### config.mk
export PLATFORM = sky130hd
export DESIGN_NAME = wav_header_parser_core
export DESIGN_NICKNAME = d
export VERILOG_FILES = /design/src/rtl/whp_pkg.sv /design/src/rtl/wav_header_parser_core.sv /design/src/rtl/whp_input_stage.sv /design/src/rtl/whp_parser.sv /design/src/rtl/whp_output_stage.sv
export SDC_FILE = /design/constraint.sdc
export NUM_CORES = 1
export LEC_CHECK = 0
export BUFFER_PORTS_ARGS = -buffer_cell sky130_fd_sc_hd__clkbuf_2
export CAP_MARGIN = 20
export CORE_MARGIN = 2
export CORE_UTILIZATION = 55
export CTS_CLUSTER_DIAMETER = 80
export DETAILED_ROUTE_END_ITERATION = 12
export PLACE_DENSITY = 0.77
export SETUP_SLACK_MARGIN = 0.5
export SYNTH_ARGS = -nofsm -noshare
export SYNTH_HDL_FRONTEND = slang
export SYNTH_SLANG_ARGS = --single-unit
### constraint.sdc
create_clock -name clk_i -period 4.6 [get_ports clk_i]
set_input_delay 0.46 -clock clk_i [delete_from_list [all_inputs] [get_ports clk_i]]
set_output_delay 0.46 -clock clk_i [all_outputs]
set_load 0.02 [all_outputs]
### src/rtl/whp_pkg.sv
// Shared types and constants for the WAV header parser.
package whp_pkg;

  // Input word: one file byte or an end marker
  typedef struct packed {
    logic [7:0] file_byte;
    logic       end_marker;
  } in_t;

  // Result word: event code plus the held format values
  typedef struct packed {
    logic [2:0]  event_res;
    logic [7:0]  audio_byte;
    logic [15:0] channel_count;
    logic [31:0] sample_rate;
    logic [15:0] sample_bits;
    logic [12:0] sample_bytes;
    logic        signed_samples;
    logic [31:0] audio_length;
  } out_t;

  // Parser phases
  typedef enum logic [3:0] {
    PH_PREAMBLE = 4'd0,
    PH_FSIZE    = 4'd1,
    PH_FBODY    = 4'd2,
    PH_CID      = 4'd3,
    PH_CLEN     = 4'd4,
    PH_CSKIP    = 4'd5,
    PH_DSIZE    = 4'd6,
    PH_AUDIO    = 4'd7,
    PH_DONE     = 4'd8
  } phase_e;

  // Event codes
  localparam logic [2:0] EV_HEADER     = 3'd0;
  localparam logic [2:0] EV_FMT_KNOWN  = 3'd1;
  localparam logic [2:0] EV_AUDIO      = 3'd2;
  localparam logic [2:0] EV_HDR_TRUNC  = 3'd3;
  localparam logic [2:0] EV_DATA_TRUNC = 3'd4;
  localparam logic [2:0] EV_COMPLETE   = 3'd5;
  localparam logic [2:0] EV_TRAILING   = 3'd6;

  // Header layout
  localparam logic [31:0] PREAMBLE_LEN = 32'd16;
  localparam logic [31:0] FIELD_LEN    = 32'd4;
  localparam logic [31:0] FMT_FULL_LEN = 32'd16;
  localparam logic [15:0] BITS_UNSIGNED = 16'd8;
  localparam logic [7:0]  LOWER_CASE   = 8'h20;

  // Lower-case "data" chunk id, one letter per position
  function automatic logic [7:0] data_id(input logic [1:0] pos);
    logic [7:0] c;
    unique case (pos)
      2'd0: c = 8'h64;
      2'd1: c = 8'h61;
      2'd2: c = 8'h74;
      default: c = 8'h61;
    endcase
    return c;
  endfunction

  // Drop a byte into lane pos of a little-endian 32-bit word
  function automatic logic [31:0] put_le(input logic [31:0] acc, input logic [7:0] b,
                                         input logic [1:0] pos);
    logic [31:0] r;
    r = acc;
    unique case (pos)
      2'd0: r[7:0]   = acc[7:0]   | b;
      2'd1: r[15:8]  = acc[15:8]  | b;
      2'd2: r[23:16] = acc[23:16] | b;
      default: r[31:24] = acc[31:24] | b;
    endcase
    return r;
  endfunction

endpackage

### src/rtl/wav_header_parser_core.sv
// Top level of the WAV header parser: input register, parser, result register.
//
// Usage:
//   Feed the file one byte per word on the input channel (in_valid_i,
//   in_ready_o, in_data_i). After the last byte send a word with end_marker
//   set; its file_byte is ignored. Every input word yields exactly one result
//   word on the output channel (out_valid_o, out_ready_i, out_data_o): an
//   event code, the audio byte when the event is audio, and the format and
//   data-size values as held after that word.
//   Path: an accepted word is registered in the input register, parsed,
//   then registered in the result register, from which out_valid_o shows it.
//   Throughput: one word per cycle while out_ready_i keeps the result register free.
//   Reset: rst_ni clears both registers and returns the parser to the start
//   of the RIFF tag with all held values zero. An end marker does the same
//   after its result is formed.
//   Stall: when out_ready_i is low the result register holds, the input
//   register fills behind it and then in_ready_o drops; nothing is lost.
module wav_header_parser_core (
  input  logic          clk_i,
  input  logic          rst_ni,
  input  logic          in_valid_i,
  output logic          in_ready_o,
  input  whp_pkg::in_t  in_data_i,
  output logic          out_valid_o,
  input  logic          out_ready_i,
  output whp_pkg::out_t out_data_o
);

  logic          stage_valid;
  whp_pkg::in_t  stage_data;
  logic          out_space;
  logic          fire;
  whp_pkg::out_t result;

  // Parse the registered word when the result register can take it
  assign fire = stage_valid && out_space;

  whp_input_stage u_input (
    .clk_i      (clk_i),
    .rst_ni     (rst_ni),
    .in_valid_i (in_valid_i),
    .in_ready_o (in_ready_o),
    .in_data_i  (in_data_i),
    .advance_i  (fire),
    .valid_o    (stage_valid),
    .data_o     (stage_data)
  );

  whp_parser u_parser (
    .clk_i    (clk_i),
    .rst_ni   (rst_ni),
    .fire_i   (fire),
    .item_i   (stage_data),
    .result_o (result)
  );

  whp_output_stage u_output (
    .clk_i       (clk_i),
    .rst_ni      (rst_ni),
    .load_i      (fire),
    .data_i      (result),
    .space_o     (out_space),
    .out_valid_o (out_valid_o),
    .out_ready_i (out_ready_i),
    .out_data_o  (out_data_o)
  );

endmodule

### src/rtl/whp_input_stage.sv
// Input register that captures one word per cycle from the upstream channel while the held word moves on.
module whp_input_stage (
  input  logic         clk_i,
  input  logic         rst_ni,
  input  logic         in_valid_i,
  output logic         in_ready_o,
  input  whp_pkg::in_t in_data_i,
  input  logic         advance_i,
  output logic         valid_o,
  output whp_pkg::in_t data_o
);

  logic         valid_q;
  whp_pkg::in_t data_q;

  // Take a new word when empty or when the held word moves on
  assign in_ready_o = !valid_q || advance_i;

  always_ff @(posedge clk_i or negedge rst_ni) begin
    if (!rst_ni) begin
      valid_q <= 1'b0;
    end else if (in_ready_o) begin
      valid_q <= in_valid_i;
    end
  end

  // Hold payload until replaced
  always_ff @(posedge clk_i) begin
    if (in_ready_o && in_valid_i) begin
      data_q <= in_data_i;
    end
  end

  assign valid_o = valid_q;
  assign data_o  = data_q;

endmodule

### src/rtl/whp_parser.sv
// Parser state registers and the per-word next-state and result logic.
module whp_parser (
  input  logic          clk_i,
  input  logic          rst_ni,
  input  logic          fire_i,
  input  whp_pkg::in_t  item_i,
  output whp_pkg::out_t result_o
);

  whp_pkg::phase_e phase_q, phase_d;
  logic [31:0] cnt_q, cnt_d;
  logic [31:0] fmt_len_q, fmt_len_d;
  logic [31:0] chunk_len_q, chunk_len_d;
  logic        mismatch_q, mismatch_d;
  logic [15:0] chan_q, chan_d;
  logic [31:0] rate_q, rate_d;
  logic [15:0] bits_q, bits_d;
  logic [31:0] remain_q, remain_d;
  logic [31:0] total_q, total_d;

  logic [31:0] cnt_inc;
  logic [31:0] remain_dec;
  logic [7:0]  b;
  logic [2:0]  ev;
  logic [7:0]  abyte;
  logic [15:0] bits_eff;

  assign cnt_inc    = cnt_q + 32'd1;
  assign remain_dec = remain_q - 32'd1;
  assign b          = item_i.file_byte;

  // Advance the parser by one word
  always_comb begin
    phase_d     = phase_q;
    cnt_d       = cnt_q;
    fmt_len_d   = fmt_len_q;
    chunk_len_d = chunk_len_q;
    mismatch_d  = mismatch_q;
    chan_d      = chan_q;
    rate_d      = rate_q;
    bits_d      = bits_q;
    remain_d    = remain_q;
    total_d     = total_q;
    ev          = whp_pkg::EV_HEADER;
    abyte       = 8'd0;
    if (item_i.end_marker) begin
      priority if (phase_q == whp_pkg::PH_AUDIO) begin
        ev = whp_pkg::EV_DATA_TRUNC;
      end else if (phase_q == whp_pkg::PH_DONE) begin
        ev = whp_pkg::EV_COMPLETE;
      end else begin
        ev = whp_pkg::EV_HDR_TRUNC;
      end
    end else begin
      unique case (phase_q)
        whp_pkg::PH_PREAMBLE: begin
          cnt_d = cnt_inc;
          if (cnt_inc == whp_pkg::PREAMBLE_LEN) begin
            cnt_d   = 32'd0;
            phase_d = whp_pkg::PH_FSIZE;
          end
        end
        whp_pkg::PH_FSIZE: begin
          fmt_len_d = whp_pkg::put_le(fmt_len_q, b, cnt_q[1:0]);
          cnt_d     = cnt_inc;
          if (cnt_inc == whp_pkg::FIELD_LEN) begin
            cnt_d  = 32'd0;
            chan_d = 16'd0;
            rate_d = 32'd0;
            bits_d = 16'd0;
            if (fmt_len_d == 32'd0) begin
              ev         = whp_pkg::EV_FMT_KNOWN;
              phase_d    = whp_pkg::PH_CID;
              mismatch_d = 1'b0;
            end else begin
              phase_d = whp_pkg::PH_FBODY;
            end
          end
        end
        whp_pkg::PH_FBODY: begin
          // Capture channels, rate and bits at their offsets
          if (cnt_q == 32'd2) begin
            chan_d[7:0] = chan_q[7:0] | b;
          end else if (cnt_q == 32'd3) begin
            chan_d[15:8] = chan_q[15:8] | b;
          end else if (cnt_q >= 32'd4 && cnt_q <= 32'd7) begin
            rate_d = whp_pkg::put_le(rate_q, b, cnt_q[1:0]);
          end else if (cnt_q == 32'd14) begin
            bits_d[7:0] = bits_q[7:0] | b;
          end else if (cnt_q == 32'd15) begin
            bits_d[15:8] = bits_q[15:8] | b;
          end
          cnt_d = cnt_inc;
          if (cnt_inc == fmt_len_q) begin
            ev         = whp_pkg::EV_FMT_KNOWN;
            cnt_d      = 32'd0;
            mismatch_d = 1'b0;
            phase_d    = whp_pkg::PH_CID;
          end
        end
        whp_pkg::PH_CID: begin
          mismatch_d = mismatch_q ||
                       ((b | whp_pkg::LOWER_CASE) != whp_pkg::data_id(cnt_q[1:0]));
          cnt_d = cnt_inc;
          if (cnt_inc == whp_pkg::FIELD_LEN) begin
            cnt_d       = 32'd0;
            chunk_len_d = 32'd0;
            total_d     = 32'd0;
            phase_d     = mismatch_d ? whp_pkg::PH_CLEN : whp_pkg::PH_DSIZE;
            mismatch_d  = 1'b0;
          end
        end
        whp_pkg::PH_CLEN: begin
          chunk_len_d = whp_pkg::put_le(chunk_len_q, b, cnt_q[1:0]);
          cnt_d       = cnt_inc;
          if (cnt_inc == whp_pkg::FIELD_LEN) begin
            cnt_d   = 32'd0;
            phase_d = (chunk_len_d == 32'd0) ? whp_pkg::PH_CID : whp_pkg::PH_CSKIP;
          end
        end
        whp_pkg::PH_CSKIP: begin
          cnt_d = cnt_inc;
          if (cnt_inc == chunk_len_q) begin
            cnt_d   = 32'd0;
            phase_d = whp_pkg::PH_CID;
          end
        end
        whp_pkg::PH_DSIZE: begin
          total_d = whp_pkg::put_le(total_q, b, cnt_q[1:0]);
          cnt_d   = cnt_inc;
          if (cnt_inc == whp_pkg::FIELD_LEN) begin
            cnt_d    = 32'd0;
            remain_d = total_d;
            phase_d  = (total_d == 32'd0) ? whp_pkg::PH_DONE : whp_pkg::PH_AUDIO;
          end
        end
        whp_pkg::PH_AUDIO: begin
          ev       = whp_pkg::EV_AUDIO;
          abyte    = b;
          remain_d = remain_dec;
          if (remain_dec == 32'd0) begin
            phase_d = whp_pkg::PH_DONE;
          end
        end
        default: begin
          ev      = whp_pkg::EV_TRAILING;
          phase_d = whp_pkg::PH_DONE;
        end
      endcase
    end
  end

  // Report the values as they stand after this word
  assign bits_eff = (fmt_len_d >= whp_pkg::FMT_FULL_LEN) ? bits_d : 16'd0;

  always_comb begin
    result_o.event_res      = ev;
    result_o.audio_byte     = abyte;
    result_o.channel_count  = chan_d;
    result_o.sample_rate    = rate_d;
    result_o.sample_bits    = bits_eff;
    result_o.sample_bytes   = bits_eff[15:3];
    result_o.signed_samples = (bits_eff != whp_pkg::BITS_UNSIGNED);
    result_o.audio_length   = total_d;
  end

  // Update state; an end marker returns everything to its start
  always_ff @(posedge clk_i or negedge rst_ni) begin
    if (!rst_ni) begin
      phase_q     <= whp_pkg::PH_PREAMBLE;
      cnt_q       <= 32'd0;
      fmt_len_q   <= 32'd0;
      chunk_len_q <= 32'd0;
      mismatch_q  <= 1'b0;
      chan_q      <= 16'd0;
      rate_q      <= 32'd0;
      bits_q      <= 16'd0;
      remain_q    <= 32'd0;
      total_q     <= 32'd0;
    end else if (fire_i) begin
      if (item_i.end_marker) begin
        phase_q     <= whp_pkg::PH_PREAMBLE;
        cnt_q       <= 32'd0;
        fmt_len_q   <= 32'd0;
        chunk_len_q <= 32'd0;
        mismatch_q  <= 1'b0;
        chan_q      <= 16'd0;
        rate_q      <= 32'd0;
        bits_q      <= 16'd0;
        remain_q    <= 32'd0;
        total_q     <= 32'd0;
      end else begin
        phase_q     <= phase_d;
        cnt_q       <= cnt_d;
        fmt_len_q   <= fmt_len_d;
        chunk_len_q <= chunk_len_d;
        mismatch_q  <= mismatch_d;
        chan_q      <= chan_d;
        rate_q      <= rate_d;
        bits_q      <= bits_d;
        remain_q    <= remain_d;
        total_q     <= total_d;
      end
    end
  end

  // An end marker always sends the parser back to the preamble
  a_end_restarts: assert property (@(posedge clk_i) disable iff (!rst_ni)
    fire_i && item_i.end_marker |=> phase_q == whp_pkg::PH_PREAMBLE && cnt_q == 32'd0)
    else $error("parser did not restart after end marker");

  // Audio phase always has bytes still due
  a_audio_remaining: assert property (@(posedge clk_i) disable iff (!rst_ni)
    phase_q == whp_pkg::PH_AUDIO |-> remain_q != 32'd0)
    else $error("audio phase with no bytes remaining");

  // Audio events come only from the audio phase
  a_audio_event: assert property (@(posedge clk_i) disable iff (!rst_ni)
    fire_i && result_o.event_res == whp_pkg::EV_AUDIO |-> phase_q == whp_pkg::PH_AUDIO)
    else $error("audio event outside audio phase");

  // Preamble and fixed fields never overrun their lengths
  a_count_bound: assert property (@(posedge clk_i) disable iff (!rst_ni)
    (phase_q == whp_pkg::PH_PREAMBLE && cnt_q < whp_pkg::PREAMBLE_LEN) ||
    ((phase_q == whp_pkg::PH_FSIZE || phase_q == whp_pkg::PH_CID ||
      phase_q == whp_pkg::PH_CLEN || phase_q == whp_pkg::PH_DSIZE) &&
     cnt_q < whp_pkg::FIELD_LEN) ||
    phase_q == whp_pkg::PH_FBODY || phase_q == whp_pkg::PH_CSKIP ||
    phase_q == whp_pkg::PH_AUDIO || phase_q == whp_pkg::PH_DONE)
    else $error("byte counter out of range");

endmodule

### src/rtl/whp_output_stage.sv
// Result register that holds one word for the downstream channel.
module whp_output_stage (
  input  logic          clk_i,
  input  logic          rst_ni,
  input  logic          load_i,
  input  whp_pkg::out_t data_i,
  output logic          space_o,
  output logic          out_valid_o,
  input  logic          out_ready_i,
  output whp_pkg::out_t out_data_o
);

  logic          valid_q;
  whp_pkg::out_t data_q;

  // Free when empty or when the held word is taken this cycle
  assign space_o = !valid_q || out_ready_i;

  always_ff @(posedge clk_i or negedge rst_ni) begin
    if (!rst_ni) begin
      valid_q <= 1'b0;
    end else if (space_o) begin
      valid_q <= load_i;
    end
  end

  // Hold result until replaced
  always_ff @(posedge clk_i) begin
    if (load_i) begin
      data_q <= data_i;
    end
  end

  assign out_valid_o = valid_q;
  assign out_data_o  = data_q;

endmodule
Yosys cells after proc, flatten, opt, wreduce, memory -nomap -nowiden
Index checks and enable logic that the tools add are counted.
{ "word_totals": {"output_inout_bits": 123, "mem_bits_rw": 0, "latch_bits": 0, "rom_bits": 0, "in_bits": 13, "reg_bits": 361, "mem_count": 0, "word_cells": 218} }
{ "op_classes": {"n_addsub": 2, "mux": 114, "n_bitwise": 21, "n_shift": 0, "n_div": 0, "n_lt_le_gt_ge": 3, "n_eq_ne": 29, "reduce_logical": 27, "n_mul": 0} }
{ "ops": {"columns": ["cell", "n"], "rows": [
  ["32-bit 2-to-1 mux", 21],
  ["8-bit 2-to-1 mux", 48],
  ["32-bit one-hot mux with 2 select lines", 4],
  ["16-bit 2-to-1 mux", 10],
  ["8-bit OR", 20],
  ["32-bit logical NOT", 4],
  ["32-bit one-hot mux with 4 select lines", 1],
  ["32-bit by 2-bit equality test with 1-bit output (second input constant)", 2],
  ["32-bit equality test", 2],
  ["32-bit by 4-bit equality test with 1-bit output (second input constant)", 2],
  ["16-bit one-hot mux with 2 select lines", 2],
  ["4-bit 2-to-1 mux", 10],
  ["32-bit by 1-bit adder with 32-bit output (second input constant)", 1],
  ["32-bit by 3-bit equality test with 1-bit output (second input constant)", 1],
  ["32-bit by 5-bit equality test with 1-bit output (second input constant)", 1],
  ["32-bit by 3-bit >= comparator with 1-bit output (second input constant)", 1],
  ["32-bit by 5-bit >= comparator with 1-bit output (second input constant)", 1],
  ["32-bit by 3-bit less-or-equal comparator with 1-bit output (second input constant)", 1],
  ["4-bit one-hot mux with 8 select lines", 1],
  ["32-bit by 1-bit subtractor with 32-bit output (second input constant)", 1],
  ["3-bit by 2-bit != test with 1-bit output (second input constant)", 8],
  ["4-bit by 3-bit equality test with 1-bit output (second input constant)", 4],
  ["16-bit by 4-bit != test with 1-bit output (second input constant)", 1],
  ["3-bit 2-to-1 mux", 5],
  ["29 further kinds", 44]
]} }

Depth between registers and ports, before layout
{ "depth": {"word_depth": 10, "depth_mapped": 16, "ltp_nobuf": 12} }

Hierarchy
A second synthesis with hierarchy kept.
{ "hier_totals": {"hier_cells": 2028, "area_unflattened_um2": 18929.4} }
{ "modules_own_cells": {"columns": ["mod", "cells_each", "n_inst", "area_each_um2", "seq_area_each_um2"], "rows": [
  ["whp_parser", 1890, 1, 14918.1, 5730.5],
  ["whp_output_stage", 124, 1, 3681.0, 3658.5],
  ["whp_input_stage", 13, 1, 324.1, 295.3],
  ["wav_header_parser_core", 1, 1, 6.3, 0.0]
]} }

Least setup slack after synthesis
Ideal clock, no wire load.
{ "synth_timing": {"path_kind": "register to register", "start": "register u_output.valid_q (netlist: u_output.out_valid_o)", "end": "register u_parser.bits_q[1]", "t_arrival_ns": 4.468, "slack_ns": 0.035, "setup_time_ns": 0.097, "required_time_ns": 4.503, "stages_incl_launch_ff": 7, "n_path_buf": 1, "synth_period_minus_slack_ns": 4.565, "path_cell_list": "dfrtp_1 nand2b_1 nand2_1 inv_1 clkbuf_1 a22oi_1 o21ai_0"} }
{ "synth_via": {"elab_chain_len": 3} }
{ "synth_rtl": {"columns": ["element", "line", "source"], "rows": [
  ["start, declared", "whp_output_stage.sv:13", "logic valid_q;"],
  ["start signal, assigned", "whp_output_stage.sv:23", "valid_q <= load_i;"],
  ["1-bit logical NOT", "whp_output_stage.sv:17", "assign space_o = !valid_q || out_ready_i;"],
  ["1-bit logical OR", "whp_output_stage.sv:17", null],
  ["1-bit logical AND", "wav_header_parser_core.sv:36", "assign fire = stage_valid && out_space;"],
  ["named net fire", "wav_header_parser_core.sv:32", "logic fire;"],
  ["end signal, assigned", "whp_parser.sv:200", "bits_q <= bits_d;"],
  ["end, declared", "whp_parser.sv:17", "logic [15:0] bits_q, bits_d;"]
]} }
The timed path passes the listed nets, and every way through them passes these cells.
A chain may end at the register's enable or synchronous reset.

Final worst setup path
{ "layout_timing": {"start": "register u_parser.cnt_q[0]", "end": "register u_parser.total_q[2]"} }
{ "layout_via": {"elab_chain_len": 7, "elab_cells_between_ends": 10, "classes_between": "1 x add/sub; 1 x eq/ne; 7 x mux; 1 x reduce/logical"} }
{ "layout_rtl": {"columns": ["element", "line", "source"], "rows": [
  ["start, declared", "whp_parser.sv:11", "logic [31:0] cnt_q, cnt_d;"],
  ["start signal, assigned", "whp_parser.sv:194", "cnt_q <= cnt_d;"],
  ["parallel branches: the longest is 4 deep, another holds 32-bit by 1-bit adder with 32-bit output", null, null],
  ["32-bit one-hot mux with 2 select lines *", "whp_parser.sv:55", "unique case (phase_q)"],
  ["32-bit 2-to-1 mux *", "whp_parser.sv:46", "if (item_i.end_marker) begin"],
  ["32-bit 2-to-1 mux *", "whp_parser.sv:181", "if (item_i.end_marker) begin"],
  ["end signal, assigned", "whp_parser.sv:202", "total_q <= total_d;"],
  ["end, declared", "whp_parser.sv:19", "logic [31:0] total_q, total_d;"]
]} }
Every way passes the cells marked *. The select of a mux whose other input is x is not followed.

==> metrics <==
CP max stage cell=or4b_4; total grt overflow=0; maximum fanout along the worst path=32; worst clock skew=approximately 18 ps; largest family of logic cells by synthesized area=simple AND/OR/NAND/NOR gates; register area share after synthesis=0.483; Total Routing Usage GR=0.369; Synth Register Bits=roughly 350; Clock H-tree levels=2; Routed WL=about 68000 µm; P&R area growth vs syn=14.4%; number of port buffers=between 100 and 150; largest net degree at the start of global routing=about 110; Die X=between 150 and 200 µm; CTS Sinks=348; Reg clk slew, reported paths=about 70 ps; worst reg2reg path depth=11; simple-gate share of the synthesized area=0.219; Async S/R FF share, synth=0.664; Vias per Instance=between 6 and 7; maximum VDD drop=about 0.00036 V; slew margin rel.=0.372; outcome=finished clean; filler cell count in the final layout=2839; gp weighted congestion=approximately 1.0; Post-DRT Antenna Nets=0; r2r endpoint=u_parser.total_q[2]; Setup CP Type=reg2reg; hold_sp=in_data_i[8]; first-pass GRT wire length=just over 100000 µm; Fin. Hold Viols=0; Synth Flop Type=dfrtp_1; Worst Hold Class=in2reg; Initial Util=0.558; compound-gate portion of the synthesized area=0.193; flop2flop setup slack=slightly below 600 ps; Warnings, synthesis=0; share of cells above drive strength 1=0.167; CP max stage delay=~620 ps; nets@finish=2205; unrepaired setup endpoints after global routing=no; Final min period=4020 ps; Total Power=a little over 10 mW; Sum Neg Setup Slack=0 ps; # rows=68; Routed WL per cell=25.3 µm; post-synthesis adder-cell area fraction=0.00455; number of global-route vias before repair=around 17000; worst slew pin tran=roughly 940 ps; RR Startpoint=u_parser.cnt_q[0]; Leak=between 9 and 10 nW; WP data required=between 5000 and 6000 ps; top-level port count=136; Distinct cells, synth=89; initial antenna violation count=1; 1st-iter DRT viols=between 2000 and 2500; Worst Hold Depth=1; Tcrit/Tclk final=0.873; post-synthesis mux area share=0.00702; Antenna Diode Count=0; vias=18047; Post-Synth XOR/XNOR Area=0.0396; CTS Buf Count=39; Die Y=191 µm; Mapped Area=roughly 19000 µm²; Syn Area/Cell=approximately 9.1 µm²; # DRC=0; type of destination of the critical path=register; crit-path cells=buf_4, and4_1, nand4_1, o21a_1, nor4_2, nand4b_1, or4b_4, or3b_1, buf_12, a22oi_1, o21ai_0; CTS max path bufs=3; Peak Freq=around 250 MHz; P per Cell Area=about 470 nW/µm²; CTS tree=yes; First-pass DRT Iterations=6; Gate Count Post-Synth=approximately 2100; hold endpoint=u_input.data_o[8]; Worst setup SP type=register; Die ar.=36500 µm²; WP data arrival=~4400 ps; post-DP HPWL=approximately 47000 µm; EDFF count, synth=between 100 and 150; Worst-Skew Late Latency=580 ps; Setup Viol. Count Final=0; Net Count, Synth=approximately 2100; max-cap violations=0; core box area=~35000 µm²; clock root cell=clkbuf_16; Pins Over Slew Limit=0
where the power goes:
part	leakage, nW	switching (mW)	internal [mW]	total [mW]
combinational	4.63	2.03	0.995	3.02
clock	0.618	1.35	1.84	3.19
sequential	4.31	0.499	3.64	4.13
sequential cells by signal, indices dropped and copies added, names as in the netlist:
| register | flops |
|---|---|
| u_parser.total_q | 32 |
| u_parser.phase_q | 4 |
| u_output.out_data_o | 108 |
| u_parser.chunk_len_q | 32 |
| u_parser.chan_q | 16 |
| u_input.valid_o | 1 |
| u_output.out_valid_o | 1 |
| u_parser.rate_q | 32 |
| u_parser.bits_q | 16 |
| u_parser.fmt_len_q | 32 |
| u_parser.mismatch_q | 1 |
| u_parser.cnt_q | 32 |
| u_input.data_o | 9 |
| u_parser.remain_q | 32 |
cell families after synthesis:
| logic type | after synthesis |
|---|---|
| mux | 13 |
| flops | 348 |
| xor+xnor | 84 |
| fa+ha+maj | 7 |
| buf+inv | 238 |
| compound gates | 574 |
| simple gates | 846 |
worst max-delay path, delay by kind of cell, from the launching register on:
family                 cells  cell delay [ps]
AOI/OAI and AO/OA          3              610
DFF                        1              360
buffers and inverters      2              420
and+or+nand+nor            6             2430
synth_stat cells (34+ instances only):
master,n,area [µm²]
nor2_1,262,983
a22o_1,51,447
dfrtp_1,231,5780
edfxtp_1,117,3510
inv_1,34,128
nand3_1,48,240
clkbuf_1,135,507
xnor2_1,53,464
buf_2,36,180
nor3_1,40,200
a22oi_1,38,285
nand2_1,194,728
a21oi_1,201,1010
o21ai_0,112,561
nand4_1,43,269
nor4_1,60,375
and2_1,47,294
cell type report:
type                    instances  area, µm²  area share
clock buffers                  54       1120      0.0507
clock inverters                18        185     0.00841
well taps                     455        569      0.0258
multi-input cells            1524       9130       0.414
repair buffers                236       1580      0.0719
inverters                      36        138     0.00625
flip-flops and latches        348       9310       0.423
through the flow:
| stage | hold slack [ps] | area, µm² | setup slack [ps] | instances | util |
|---|---|---|---|---|---|
| final | 71.2 | 22000 | 584 | 2671 | 0.638 |
| after detailed placement | 485 | 20500 | 226 | 2596 | 0.595 |
| after global routing | 55.6 | 22000 | 478 | 2671 | 0.638 |
| after global placement | 484 | 20500 | 181 | 2596 | 0.595 |
| after CTS | 61.5 | 21900 | 505 | 2670 | 0.634 |
| after floorplan | 164 | 19300 | 890 | 2110 | - |
how the worst max path moves through the flow:
stage	from	endpoint	slack (ps)	cells past startpoint
3_5_place_dp	u_parser.cnt_q[11]	u_parser.cnt_q[26]	230	11
5_1_grt	u_parser.cnt_q[18]	u_parser.cnt_q[15]	480	12
6_report	u_parser.cnt_q[0]	u_parser.total_q[2]	580	11
3_3_place_gp	u_parser.cnt_q[11]	u_parser.cnt_q[26]	180	11
2_1_floorplan	u_parser.cnt_q[1]	u_parser.total_q[20]	890	12
4_1_cts	u_parser.cnt_q[12]	u_parser.cnt_q[16]	500	11
per-layer routing:
layer | GRT usage | vias to the layer above | part of all wire
li1 | - | 7845 | -
met1 | 0.499 | 8823 | 0.40
met2 | 0.564 | 1157 | 0.45
met3 | 0.0806 | 220 | 0.098
met4 | 0.182 | 2 | 0.051
met5 | 0 | - | 0.00018
cell usage in the layout, fill, tap and decap left out, types with 10 or more instances in the layout:
| cell type | synthesis | routed |
|---|---|---|
| xnor2_1 | 53 | 53 |
| or3_1 | 20 | 19 |
| o221ai_1 | 25 | 25 |
| o211ai_1 | 10 | 10 |
| clkbuf_2 | 0 | 134 |
| buf_12 | 0 | 11 |
| nor4_1 | 60 | 52 |
| a21oi_1 | 201 | 201 |
| nand3_1 | 48 | 47 |
| nor2b_1 | 15 | 15 |
| nand4_1 | 43 | 43 |
| dfrtp_2 | 0 | 13 |
| nand2_1 | 194 | 193 |
| inv_1 | 34 | 33 |
| buf_4 | 19 | 89 |
| o311ai_0 | 31 | 31 |
| clkbuf_16 | 0 | 42 |
| dfrtp_1 | 231 | 218 |
| nor2_1 | 262 | 258 |
| nor3_1 | 40 | 36 |
| o21ai_0 | 112 | 111 |
| nor3b_1 | 10 | 10 |
| o31ai_1 | 11 | 11 |
| or4_1 | 12 | 10 |
| clkbuf_1 | 135 | 10 |
| and3_1 | 31 | 31 |
| a21o_1 | 10 | 10 |
| edfxtp_1 | 117 | 117 |
| xor2_1 | 29 | 29 |
| a22o_1 | 51 | 51 |
| a22oi_1 | 38 | 38 |
| and2_1 | 47 | 47 |
| a31oi_1 | 10 | 10 |
what timing repair did:
item | in CTS | in global routing
endpoints found under the hold margin | 8 | 0
pin swaps | 1 | 2
gates resized for setup | 13 | 27
buffers inserted | 1 | 1
hold buffers | 1 | 0
setup endpoints to repair | 217 | 201
gates cloned | 0 | 0
Power figures use the tool's default switching activity.
